--- src/ldnw_pkg.sv ---
// Types, constants and microcode for the LCD decimal nibble writer.
package ldnw_pkg;

    localparam int MAX_DIGITS    = 10;
    localparam int VALUE_W       = 32;
    localparam int BCD_W         = 4 * MAX_DIGITS;
    localparam int NDIG_W        = $clog2(MAX_DIGITS + 1);
    localparam int BITS_PER_STEP = 2;
    localparam int CONV_STEPS    = VALUE_W / BITS_PER_STEP;
    localparam int ITER_W        = $clog2(CONV_STEPS);

    localparam logic [1:0] ROW_LINE_ONE  = 2'd1;
    localparam logic [7:0] LINE_ONE_BASE = 8'h80;
    localparam logic [7:0] LINE_TWO_BASE = 8'hC0;
    localparam logic [7:0] ASCII_ZERO    = 8'd48;
    localparam logic [3:0] DIGIT_ADJ_MIN = 4'd5;
    localparam logic [3:0] DIGIT_ADJ     = 4'd3;

    typedef struct packed {
        logic [1:0]         row;
        logic [7:0]         column;
        logic [VALUE_W-1:0] value;
    } item_t;

    typedef struct packed {
        logic       reg_select;
        logic [3:0] nibble;
        logic       last;
    } result_t;

    typedef enum logic [2:0] {
        STEP_IDLE,
        STEP_CONV,
        STEP_TRIM,
        STEP_CMD_HI,
        STEP_CMD_LO,
        STEP_CHR_HI,
        STEP_CHR_LO
    } step_t;

    typedef enum logic [2:0] {
        OP_NONE,
        OP_LOAD,
        OP_DABBLE,
        OP_TRIM,
        OP_NEXT
    } ctl_op_t;

    typedef enum logic [2:0] {
        COND_NEVER,
        COND_START,
        COND_ITER,
        COND_TRIM,
        COND_MORE
    } cond_t;

    typedef enum logic [1:0] {
        SEL_CMD_HI,
        SEL_CMD_LO,
        SEL_CHR_HI,
        SEL_CHR_LO
    } nib_sel_t;

    typedef struct packed {
        ctl_op_t  op;
        cond_t    cond;
        step_t    jmp;
        step_t    nxt;
        logic     emit;
        logic     rs;
        nib_sel_t sel;
    } ctl_word_t;

    typedef struct packed {
        logic start;
        logic iter_more;
        logic can_trim;
        logic more_digits;
    } flags_t;

    function automatic ctl_word_t ucode_rom(input step_t s);
        ctl_word_t w;
        unique case (s)
            STEP_IDLE:   w = '{op: OP_LOAD, cond: COND_START, jmp: STEP_CONV,
                               nxt: STEP_IDLE, emit: 1'b0, rs: 1'b0, sel: SEL_CMD_HI};
            STEP_CONV:   w = '{op: OP_DABBLE, cond: COND_ITER, jmp: STEP_CONV,
                               nxt: STEP_TRIM, emit: 1'b0, rs: 1'b0, sel: SEL_CMD_HI};
            STEP_TRIM:   w = '{op: OP_TRIM, cond: COND_TRIM, jmp: STEP_TRIM,
                               nxt: STEP_CMD_HI, emit: 1'b0, rs: 1'b0, sel: SEL_CMD_HI};
            STEP_CMD_HI: w = '{op: OP_NONE, cond: COND_NEVER, jmp: STEP_IDLE,
                               nxt: STEP_CMD_LO, emit: 1'b1, rs: 1'b0, sel: SEL_CMD_HI};
            STEP_CMD_LO: w = '{op: OP_NONE, cond: COND_NEVER, jmp: STEP_IDLE,
                               nxt: STEP_CHR_HI, emit: 1'b1, rs: 1'b0, sel: SEL_CMD_LO};
            STEP_CHR_HI: w = '{op: OP_NONE, cond: COND_NEVER, jmp: STEP_IDLE,
                               nxt: STEP_CHR_LO, emit: 1'b1, rs: 1'b1, sel: SEL_CHR_HI};
            STEP_CHR_LO: w = '{op: OP_NEXT, cond: COND_MORE, jmp: STEP_CMD_HI,
                               nxt: STEP_IDLE, emit: 1'b1, rs: 1'b1, sel: SEL_CHR_LO};
            default:     w = '{op: OP_NONE, cond: COND_NEVER, jmp: STEP_IDLE,
                               nxt: STEP_IDLE, emit: 1'b0, rs: 1'b0, sel: SEL_CMD_HI};
        endcase
        return w;
    endfunction

endpackage

--- src/ldnw_seq.sv ---
// Microcode sequencer: step counter, control store and conditional jumps.
module ldnw_seq (
    input  logic                 clk,
    input  logic                 rst_n,
    input  ldnw_pkg::flags_t     flags,
    output ldnw_pkg::ctl_word_t  ctl,
    output logic                 idle
);
    import ldnw_pkg::*;

    step_t step_reg;
    step_t step_next;
    logic  hit;

    always_comb
    begin
        ctl  = ucode_rom(step_reg);
        idle = (step_reg == STEP_IDLE);
    end

    always_comb
    begin
        unique case (ctl.cond)
            COND_NEVER: hit = 1'b0;
            COND_START: hit = flags.start;
            COND_ITER:  hit = flags.iter_more;
            COND_TRIM:  hit = flags.can_trim;
            COND_MORE:  hit = flags.more_digits;
            default:    hit = 1'b0;
        endcase
        step_next = hit ? ctl.jmp : ctl.nxt;
    end

    always_ff @(posedge clk or negedge rst_n)
    begin
        if (!rst_n)
        begin
            step_reg <= STEP_IDLE;
        end
        else
        begin
            step_reg <= step_next;
        end
    end

endmodule

--- src/ldnw_dp.sv ---
// Datapath: shift-and-add-3 decimal conversion, digit queue and nibble select.
module ldnw_dp (
    input  logic                 clk,
    input  logic                 start,
    input  ldnw_pkg::item_t      item,
    input  ldnw_pkg::ctl_word_t  ctl,
    output ldnw_pkg::flags_t     flags,
    output ldnw_pkg::result_t    res
);
    import ldnw_pkg::*;

    logic [VALUE_W-1:0] bin_reg,  bin_next;
    logic [BCD_W-1:0]   bcd_reg,  bcd_next;
    logic [ITER_W-1:0]  iter_reg, iter_next;
    logic [NDIG_W-1:0]  ndig_reg, ndig_next;
    logic [7:0]         addr_reg, addr_next;
    logic               ovf_reg,  ovf_next;

    logic [BCD_W-1:0]   dab_bcd;
    logic [VALUE_W-1:0] dab_bin;
    logic               dab_ovf;
    logic [3:0]         top_digit;
    logic [7:0]         char_byte;
    logic [7:0]         line_base;

    always_comb
    begin
        dab_bcd = bcd_reg;
        dab_bin = bin_reg;
        dab_ovf = ovf_reg;
        for (int k = 0; k < BITS_PER_STEP; k++)
        begin
            for (int d = 0; d < MAX_DIGITS; d++)
            begin
                if (dab_bcd[4*d +: 4] >= DIGIT_ADJ_MIN)
                begin
                    dab_bcd[4*d +: 4] = dab_bcd[4*d +: 4] + DIGIT_ADJ;
                end
            end
            dab_ovf = dab_ovf | dab_bcd[BCD_W-1];
            {dab_bcd, dab_bin} = {dab_bcd[BCD_W-2:0], dab_bin, 1'b0};
        end
    end

    always_comb
    begin
        top_digit = bcd_reg[BCD_W-1 -: 4];
        char_byte = ASCII_ZERO + {4'h0, top_digit};
        line_base = (item.row == ROW_LINE_ONE) ? LINE_ONE_BASE : LINE_TWO_BASE;

        flags.start       = start;
        flags.iter_more   = (iter_reg != ITER_W'(CONV_STEPS - 1));
        flags.more_digits = (ndig_reg != NDIG_W'(1));
        flags.can_trim    = (top_digit == 4'h0) && flags.more_digits && !ovf_reg;
    end

    always_comb
    begin
        bin_next  = bin_reg;
        bcd_next  = bcd_reg;
        iter_next = iter_reg;
        ndig_next = ndig_reg;
        addr_next = addr_reg;
        ovf_next  = ovf_reg;
        unique case (ctl.op)
            OP_LOAD:
            begin
                if (start)
                begin
                    bin_next  = item.value;
                    bcd_next  = '0;
                    iter_next = '0;
                    ndig_next = NDIG_W'(MAX_DIGITS);
                    addr_next = line_base + item.column - 8'd1;
                    ovf_next  = 1'b0;
                end
            end
            OP_DABBLE:
            begin
                bin_next  = dab_bin;
                bcd_next  = dab_bcd;
                ovf_next  = dab_ovf;
                iter_next = iter_reg + ITER_W'(1);
            end
            OP_TRIM:
            begin
                if (flags.can_trim)
                begin
                    bcd_next  = {bcd_reg[BCD_W-5:0], 4'h0};
                    ndig_next = ndig_reg - NDIG_W'(1);
                end
            end
            OP_NEXT:
            begin
                bcd_next  = {bcd_reg[BCD_W-5:0], 4'h0};
                ndig_next = ndig_reg - NDIG_W'(1);
                addr_next = addr_reg + 8'd1;
            end
            OP_NONE:
            begin
                bin_next = bin_reg;
            end
            default:
            begin
                bin_next = bin_reg;
            end
        endcase
    end

    always_ff @(posedge clk)
    begin
        bin_reg  <= bin_next;
        bcd_reg  <= bcd_next;
        iter_reg <= iter_next;
        ndig_reg <= ndig_next;
        addr_reg <= addr_next;
        ovf_reg  <= ovf_next;
    end

    always_comb
    begin
        res.reg_select = ctl.rs;
        res.last       = (ctl.op == OP_NEXT) && !flags.more_digits;
        unique case (ctl.sel)
            SEL_CMD_HI: res.nibble = addr_reg[7:4];
            SEL_CMD_LO: res.nibble = addr_reg[3:0];
            SEL_CHR_HI: res.nibble = char_byte[7:4];
            SEL_CHR_LO: res.nibble = char_byte[3:0];
            default:    res.nibble = char_byte[3:0];
        endcase
    end

endmodule

--- src/lcd_decimal_nibble_writer.sv ---
// Top level of the LCD decimal nibble writer.
// Use: drive item (row, column, value) and raise start; the transaction is
// taken at the rising edge where start is high and busy is low. busy then
// stays high until the final nibble of that value has been issued.
// The value is converted to decimal two bits per cycle, then
// leading zero digits are dropped one per cycle, then each digit leaves
// as four nibbles: set-address command high/low (reg_select 0), then the
// ASCII character high/low (reg_select 1), one nibble per cycle.
// Each nibble appears on result for exactly one cycle with strobe high;
// result.last marks the final nibble of the value.
// For a value of n decimal digits busy covers the conversion loop, the
// one-digit-per-cycle trim of leading zeros and the four nibbles of each
// digit; the first nibble shows once the sequencer is through the trim.
// Reset clears the sequencer to idle and drops strobe. The receiver
// cannot stall: nibbles are issued at the fixed rate above.
module lcd_decimal_nibble_writer (
    input  logic              clk,
    input  logic              rst_n,
    input  logic              start,
    output logic              busy,
    input  ldnw_pkg::item_t   item,
    output logic              strobe,
    output ldnw_pkg::result_t result
);
    import ldnw_pkg::*;

    ctl_word_t ctl;
    flags_t    flags;
    result_t   res;
    logic      idle;

    logic      strobe_reg;
    result_t   result_reg;

    ldnw_seq u_seq (
        .clk   (clk),
        .rst_n (rst_n),
        .flags (flags),
        .ctl   (ctl),
        .idle  (idle)
    );

    ldnw_dp u_dp (
        .clk   (clk),
        .start (start),
        .item  (item),
        .ctl   (ctl),
        .flags (flags),
        .res   (res)
    );

    always_ff @(posedge clk or negedge rst_n)
    begin
        if (!rst_n)
        begin
            strobe_reg <= 1'b0;
        end
        else
        begin
            strobe_reg <= ctl.emit;
        end
    end

    always_ff @(posedge clk)
    begin
        result_reg <= res;
    end

    assign busy   = !idle;
    assign strobe = strobe_reg;
    assign result = result_reg;

endmodule

--- config.mk ---
export PLATFORM = sky130hd
export DESIGN_NAME = lcd_decimal_nibble_writer
export DESIGN_NICKNAME = d
export VERILOG_FILES = /design/src/ldnw_pkg.sv /design/src/ldnw_seq.sv /design/src/ldnw_dp.sv /design/src/lcd_decimal_nibble_writer.sv
export SDC_FILE = /design/constraint.sdc
export NUM_CORES = 1
export LEC_CHECK = 0
export BUFFER_PORTS_ARGS = -buffer_cell sky130_fd_sc_hd__buf_4
export CAP_MARGIN = 20
export CELL_PAD_IN_SITES_DETAIL_PLACEMENT = 1
export CELL_PAD_IN_SITES_GLOBAL_PLACEMENT = 1
export CORE_MARGIN = 4
export CORE_UTILIZATION = 51
export CTS_CLUSTER_DIAMETER = 100
export CTS_CLUSTER_SIZE = 12
export DETAILED_ROUTE_END_ITERATION = 8
export PLACE_DENSITY = 0.84
export SLEW_MARGIN = 20
export SYNTH_ARGS = -nofsm -noshare
export SYNTH_HDL_FRONTEND = slang
export SYNTH_SLANG_ARGS = --single-unit
--- constraint.sdc ---
create_clock -name clk -period 4.5 [get_ports clk]
set_input_delay 0.45 -clock clk [delete_from_list [all_inputs] [get_ports clk]]
set_output_delay 0.45 -clock clk [all_outputs]
set_load 0.1 [all_outputs]
==> flow_summary.ini, run 1 <==
[status]
outcome = complete, no violations

[routing]
drt_first_pass_iters = 5
via_per_inst = 6.00
drtIter0Drc = 327
wl_mm = 17.2
vias = 5642
drtAntennaViolNets = 0
drc = 0
routedWlPerCell_um = 18.2

[logic_synthesis]
synth_commonest_cells = 155 x nand2_1, 89 x edfxtp_1, 49 x o21ai_0
synth.most_common_cell = nand2_1
synth_ff_type = edfxtp_1
netlist-cell-type-count = 69
syn_area_um2 = 6700
netlist_instances = 722
post-synth-top-area-fraction = 0.399
synth_edf_count = 89
synth_nets = 808
yosys_warnings = 0
syn_area_per_cell_um2 = 9.27
yosysSeqAreaShare = 0.432
async_flop_share = 0.0404
ys_top_cells_by_area = edfxtp_1 40%, nand2_1 8.7%, ha_1 7.5%
synth_top_area_cell = edfxtp_1
ys_seq_elements = 99

[clock_tree]
cts_buffer_depth = 2
cts.sinks = 99
clockRootBuffer = clkbuf_16
cts_buffers = 9
clkTransAtPathRegs_ns = 0.08
clkLatencyLatePin_ns = 0.35
cts_tree = done
htreeDepth = 3
cts_resized = 0

[worst_setup_path]
arrival_ns = 2.96
crit_fanout = 44
critPathLaunchType = flip-flop
required_ns = 4.68
cp-end-kind = flip-flop
path_class = flip-flop to flip-flop

[cells_and_area]
fin_nets = 851
drive_gt1_frac = 0.130
finalNonFillerCells = 941
area_growth_pct = 12.4
insertedDiodeCount = 0
largest_reg_flops = 40

[sta]
hold_ws_ns = 0.365
finalSetupViolCount = 0
fin_crit_sh = 0.619
finalSetupTns_ns = 0
finClkSkew_ns = 0.0129
slew_headroom = 0.370
fmax_mhz = 359
worstMarginPinSlew_ns = 0.945
finalHoldViolations = 0
fin_crit_ns = 2.79
rsz0062_at_grt = false
fin_ws_ns = 1.71
drv_slew = 0

[flow_run]
drv_cap = 0

[global_route]
antenna_found_initial = 0
grt_max_degree = 45
grt_usage = 0.238
grt_pass1_wl_mm = 28.9
grt_pass1_vias = 6094
overflow = 0

[placement]
place_ws_ns = 1.78
place_hpwl_mm = 12.5
place.gp.congestion = 0.874
io_buffers = 52
place_inst = 925

[die]
dieArea_um2 = 15000
coreArea_um2 = 12700
num_rows = 41
pin_count = 53
die_width_um = 123
dieHeight_um = 123
initial_core_util = 0.526

[worst_hold_path]
hold_path.class = input port to flip-flop
[area by class of cell]
cell class | count | area (um^2)
Clock buffer | 9 | 225
Clock inverter | 6 | 57.6
Fill cell | 1484 | 5200
Inverter | 44 | 165
Multi-Input combinational cell | 553 | 3530
Sequential cell | 99 | 2890
Tap cell | 172 | 215
Timing Repair Buffer | 58 | 438
[metal layers]
metal / global-route usage / up-vias / routed length, um / part of all wire
li1: - / 2720 / - / -
met1: 0.297 / 2818 / 7440 / 0.43
met3: 0.0295 / 18 / 449 / 0.026
met4: 0.0728 / 0 / 282 / 0.016
met2: 0.428 / 86 / 8980 / 0.52
met5: 0 / - / 0 / 0
[repair_timing]
action | in CTS | in global routing
buffers inserted | 0 | 0
hold endpoints to repair | 4 | 0
hold buffers | 1 | 0
[worst max-delay path: stages (launching register included)]
cell,delay [ns]
dfrtp_1,0.58
nor2_1,0.36
nand2_2,0.54
buf_4,0.43
or4_1,0.57
o21ai_0,0.12
[through the flow]
step | area, um^2 | utilization
after CTS | 7520 | 0.591
final | 7520 | 0.591
after detailed placement | 7230 | 0.568
after floorplan | 6700 | -
after global placement | 7230 | 0.568
after global routing | 7520 | 0.591
[cells in the final DEF, fill, tap and decap left out, drive strengths merged, types with 4 or more instances in the layout]
cell    count
a211o       9
a211oi     15
a21o       10
a21oi      26
a22o        4
a32oi      11
and2        8
and3        5
buf        57
clkbuf      9
dfrtp       4
dfxtp       6
edfxtp     89
ha         40
inv        48
mux2        6
mux2i      15
nand2     155
nand2b     19
nand3      18
nor2       33
nor2b       9
nor3        6
nor3b       8
o211ai     16
o21ai      51
o221ai      7
or2         7
or3         6
xnor2      13
xor2        4
[path summary, 6_finish.rpt]
check                           cells after the start                           to  slack, ns                   startpoint
max in group asynchronous                           2  u_seq.step_reg[0]$_DFF_PN0_       3.95                        rst_n
worst max-delay path                                5    u_dp.bcd_reg[2]$_DFFE_PP_       1.71  u_seq.step_reg[1]$_DFF_PN0_
min in group asynchronous                           2  u_seq.step_reg[2]$_DFF_PN0_       0.44                        rst_n
worst min register to register                      2   u_dp.bin_reg[31]$_DFFE_PP_       0.52   u_dp.bin_reg[29]$_DFFE_PP_
worst min-delay path                                3   u_dp.bin_reg[22]$_DFFE_PP_       0.36                     item[22]
worst max register to register                      5    u_dp.bcd_reg[2]$_DFFE_PP_       1.71  u_seq.step_reg[1]$_DFF_PN0_
[logic make-up after synthesis]
| kind of cell | count (synthesis) | share of synthesized area |
|---|---|---|
| and+or+nand+nor | 286 | 0.197 |
| AOI/OAI and AO/OA | 188 | 0.197 |
| DFF | 99 | 0.432 |
| buffers and inverters | 70 | 0.0415 |
| adders and majority gates | 41 | 0.0777 |
| muxes | 21 | 0.0325 |
| xor gates and xnor gates | 17 | 0.0222 |
Power of run 1 is not shown: default switching activity piles up to over one toggle a cycle in this logic, so the estimate is an artifact.
==> run 2, diff against run 1 <==
CORE_UTILIZATION = 43   (was 51)
PLACE_DENSITY = 0.76   (was 0.84)
clock period = 2.3 ns   (was 4.5 ns; I/O delays follow)
==> run 2 against run 1 <==
Via count up 2.3%. Critical path depth up 5. Cell area up 8.0%. Flip-flop and latch count unchanged. Worst setup slack worse by 1.6 ns. Routed wire length up 6.2%. Critical path type unchanged. Critical endpoint is now u_dp.bcd_reg[37]$_DFFE_PP_.
==> flow_summary.ini, run 2 (same netlist as run 1, synthesis figures left out) <==
[die]
dieArea_um2 = 17600
die_width_um = 133
dieHeight_um = 133
pin_count = 53
initial_core_util = 0.440
coreArea_um2 = 15200
num_rows = 45

[sta]
fin_crit_ns = 2.22
hold_ws_ns = 0.132
worstMarginPinSlew_ns = 0.589
drv_slew = 0
fin_crit_sh = 0.963
slew_headroom = 0.607
fin_ws_ns = 0.0844
fmax_mhz = 451
finClkSkew_ns = 0.00790
finalHoldViolations = 0
finalSetupViolCount = 0

[global_route]
grt_pass1_wl_mm = 29.8
grt_pass1_vias = 6146
grt_max_degree = 37
antenna_found_initial = 0
overflow = 0
grt_usage = 0.204

[cells_and_area]
layout_common_cells = 151 x nand2_1, 97 x buf_4, 89 x edfxtp_1, 42 x o21ai_0, 36 x ha_1
largest_reg_flops = 40
fin_util = 0.535
insertedDiodeCount = 0
fillers = 1755
fin_nets = 894
drive_gt1_frac = 0.228
area_growth_pct = 21.4
finalNonFillerCells = 1001
final_common_cell = nand2_1

[worst_hold_path]
hold_path.class = input port to flip-flop
min_from = item[14]
min_to = u_dp.bin_reg[14]$_DFFE_PP_
min_path_cells = 3

[clock_tree]
cts_tree = done
cts_buffers = 9
cts_buffer_depth = 2
htreeDepth = 3
cts.sinks = 99
clkTransAtPathRegs_ns = 0.08
clockRootBuffer = clkbuf_16
clkLatencyLatePin_ns = 0.36

[worst_setup_path]
worst_path_max_delay_cell = edfxtp_1
rrSetupSlack_ns = 0.08
crit_cells = 10
required_ns = 2.41
reg2reg_to = u_dp.bcd_reg[37]$_DFFE_PP_
crit_path_max_incr_delay_ns = 0.48
arrival_ns = 2.33
critPathMostFrequentCell = ha_1
r2r_start = u_dp.bcd_reg[32]$_DFFE_PP_
ff2ff_path_depth = 10
path_class = flip-flop to flip-flop
critPathBufInv = 2
critPathTopFamily = compound AO/OA/AOI/OAI gates
critPathLaunchType = flip-flop
cp-end-kind = flip-flop
crit_chain = inv_2, ha_1, nor2b_4, nor3_1, a21oi_1, inv_1, ha_1, nor2_1, a32oi_1, a31o_2
crit_fanout = 5

[routing]
via_per_inst = 5.77
drtAntennaViolNets = 0
routedWlPerCell_um = 18.2
drt_first_pass_iters = 4
wl_mm = 18.2
drc = 0
vias = 5773
drtIter0Drc = 228

[flow_run]
drv_cap = 0

[placement]
place.gp.congestion = 0.838
place_hpwl_mm = 13.3
io_buffers = 52
place_ws_ns = -0.139
place_inst = 972

[status]
outcome = complete, no violations
-- run 2: cell types whose count changed in the layout (fill, tap and decap cells not counted), sizes merged --
cell / change
clkinvlp: +2
buf: +43
clkinv: -1
-- run 2: worst max path at each step --
stage | slack (ns) | start | endpoint
after floorplan | 0.04 | u_dp.bcd_reg[32]$_DFFE_PP_ | u_dp.bcd_reg[38]$_DFFE_PP_
after global placement | 0.0003 | u_dp.bcd_reg[8]$_DFFE_PP_ | u_dp.bcd_reg[10]$_DFFE_PP_
after detailed placement | -0.14 | u_dp.bcd_reg[16]$_DFFE_PP_ | u_dp.bcd_reg[18]$_DFFE_PP_
after CTS | 0.0004 | u_dp.bcd_reg[4]$_DFFE_PP_ | u_dp.bcd_reg[5]$_DFFE_PP_
after global routing | -0.04 | u_dp.bcd_reg[32]$_DFFE_PP_ | u_dp.bcd_reg[37]$_DFFE_PP_
final | 0.08 | u_dp.bcd_reg[32]$_DFFE_PP_ | u_dp.bcd_reg[37]$_DFFE_PP_
-- run 2: worst register-to-register path, cell delays in order, from the launching register on --
cell and delay [ns]:
edfxtp_1 0.48, inv_2 0.10, ha_1 0.19, nor2b_4 0.21, nor3_1 0.07, a21oi_1 0.18, inv_1 0.07, ha_1 0.18
nor2_1 0.11, a32oi_1 0.13, a31o_2 0.27
-- run 2: per-stage QoR --
| step | setup TNS (ns) | area, um^2 |
|---|---|---|
| after CTS | 0 | 7890 |
| after floorplan | 0 | 6700 |
| after global routing | -0.156 | 8130 |
| after global placement | 0 | 7520 |
| final | 0 | 8130 |
| after detailed placement | -0.830 | 7520 |
-- run 2: repair_timing --
action,CTS,global route
gates resized for setup,12,51
hold buffers,1,0
cloned,0,0
buffers inserted,2,10
setup endpoints to repair,13,28
hold endpoints to repair,4,0
pin swaps,2,6
-- run 2: final cells by class --
cell class                 instances  area (um^2)  share of cell area
multi-input combinational        553         3740               0.461
sequential                        99         2890               0.356
timing repair buffer             101          798              0.0982
tap                              188          235              0.0289
clock buffer                       9          225              0.0277
inverter                          44          165              0.0203
clock inverter                     7         68.8             0.00846
-- run 2: routing by layer --
layer / routed length, um / vias up / part of all wire / track usage
met5: 0 / - / 0 / 0
met4: 221 / 0 / 0.012 / 0.0537
met3: 360 / 17 / 0.020 / 0.0304
met2: 9840 / 60 / 0.54 / 0.382
met1: 7800 / 2883 / 0.43 / 0.243
li1: - / 2813 / - / -
Power of run 2 is left out for the same reason.
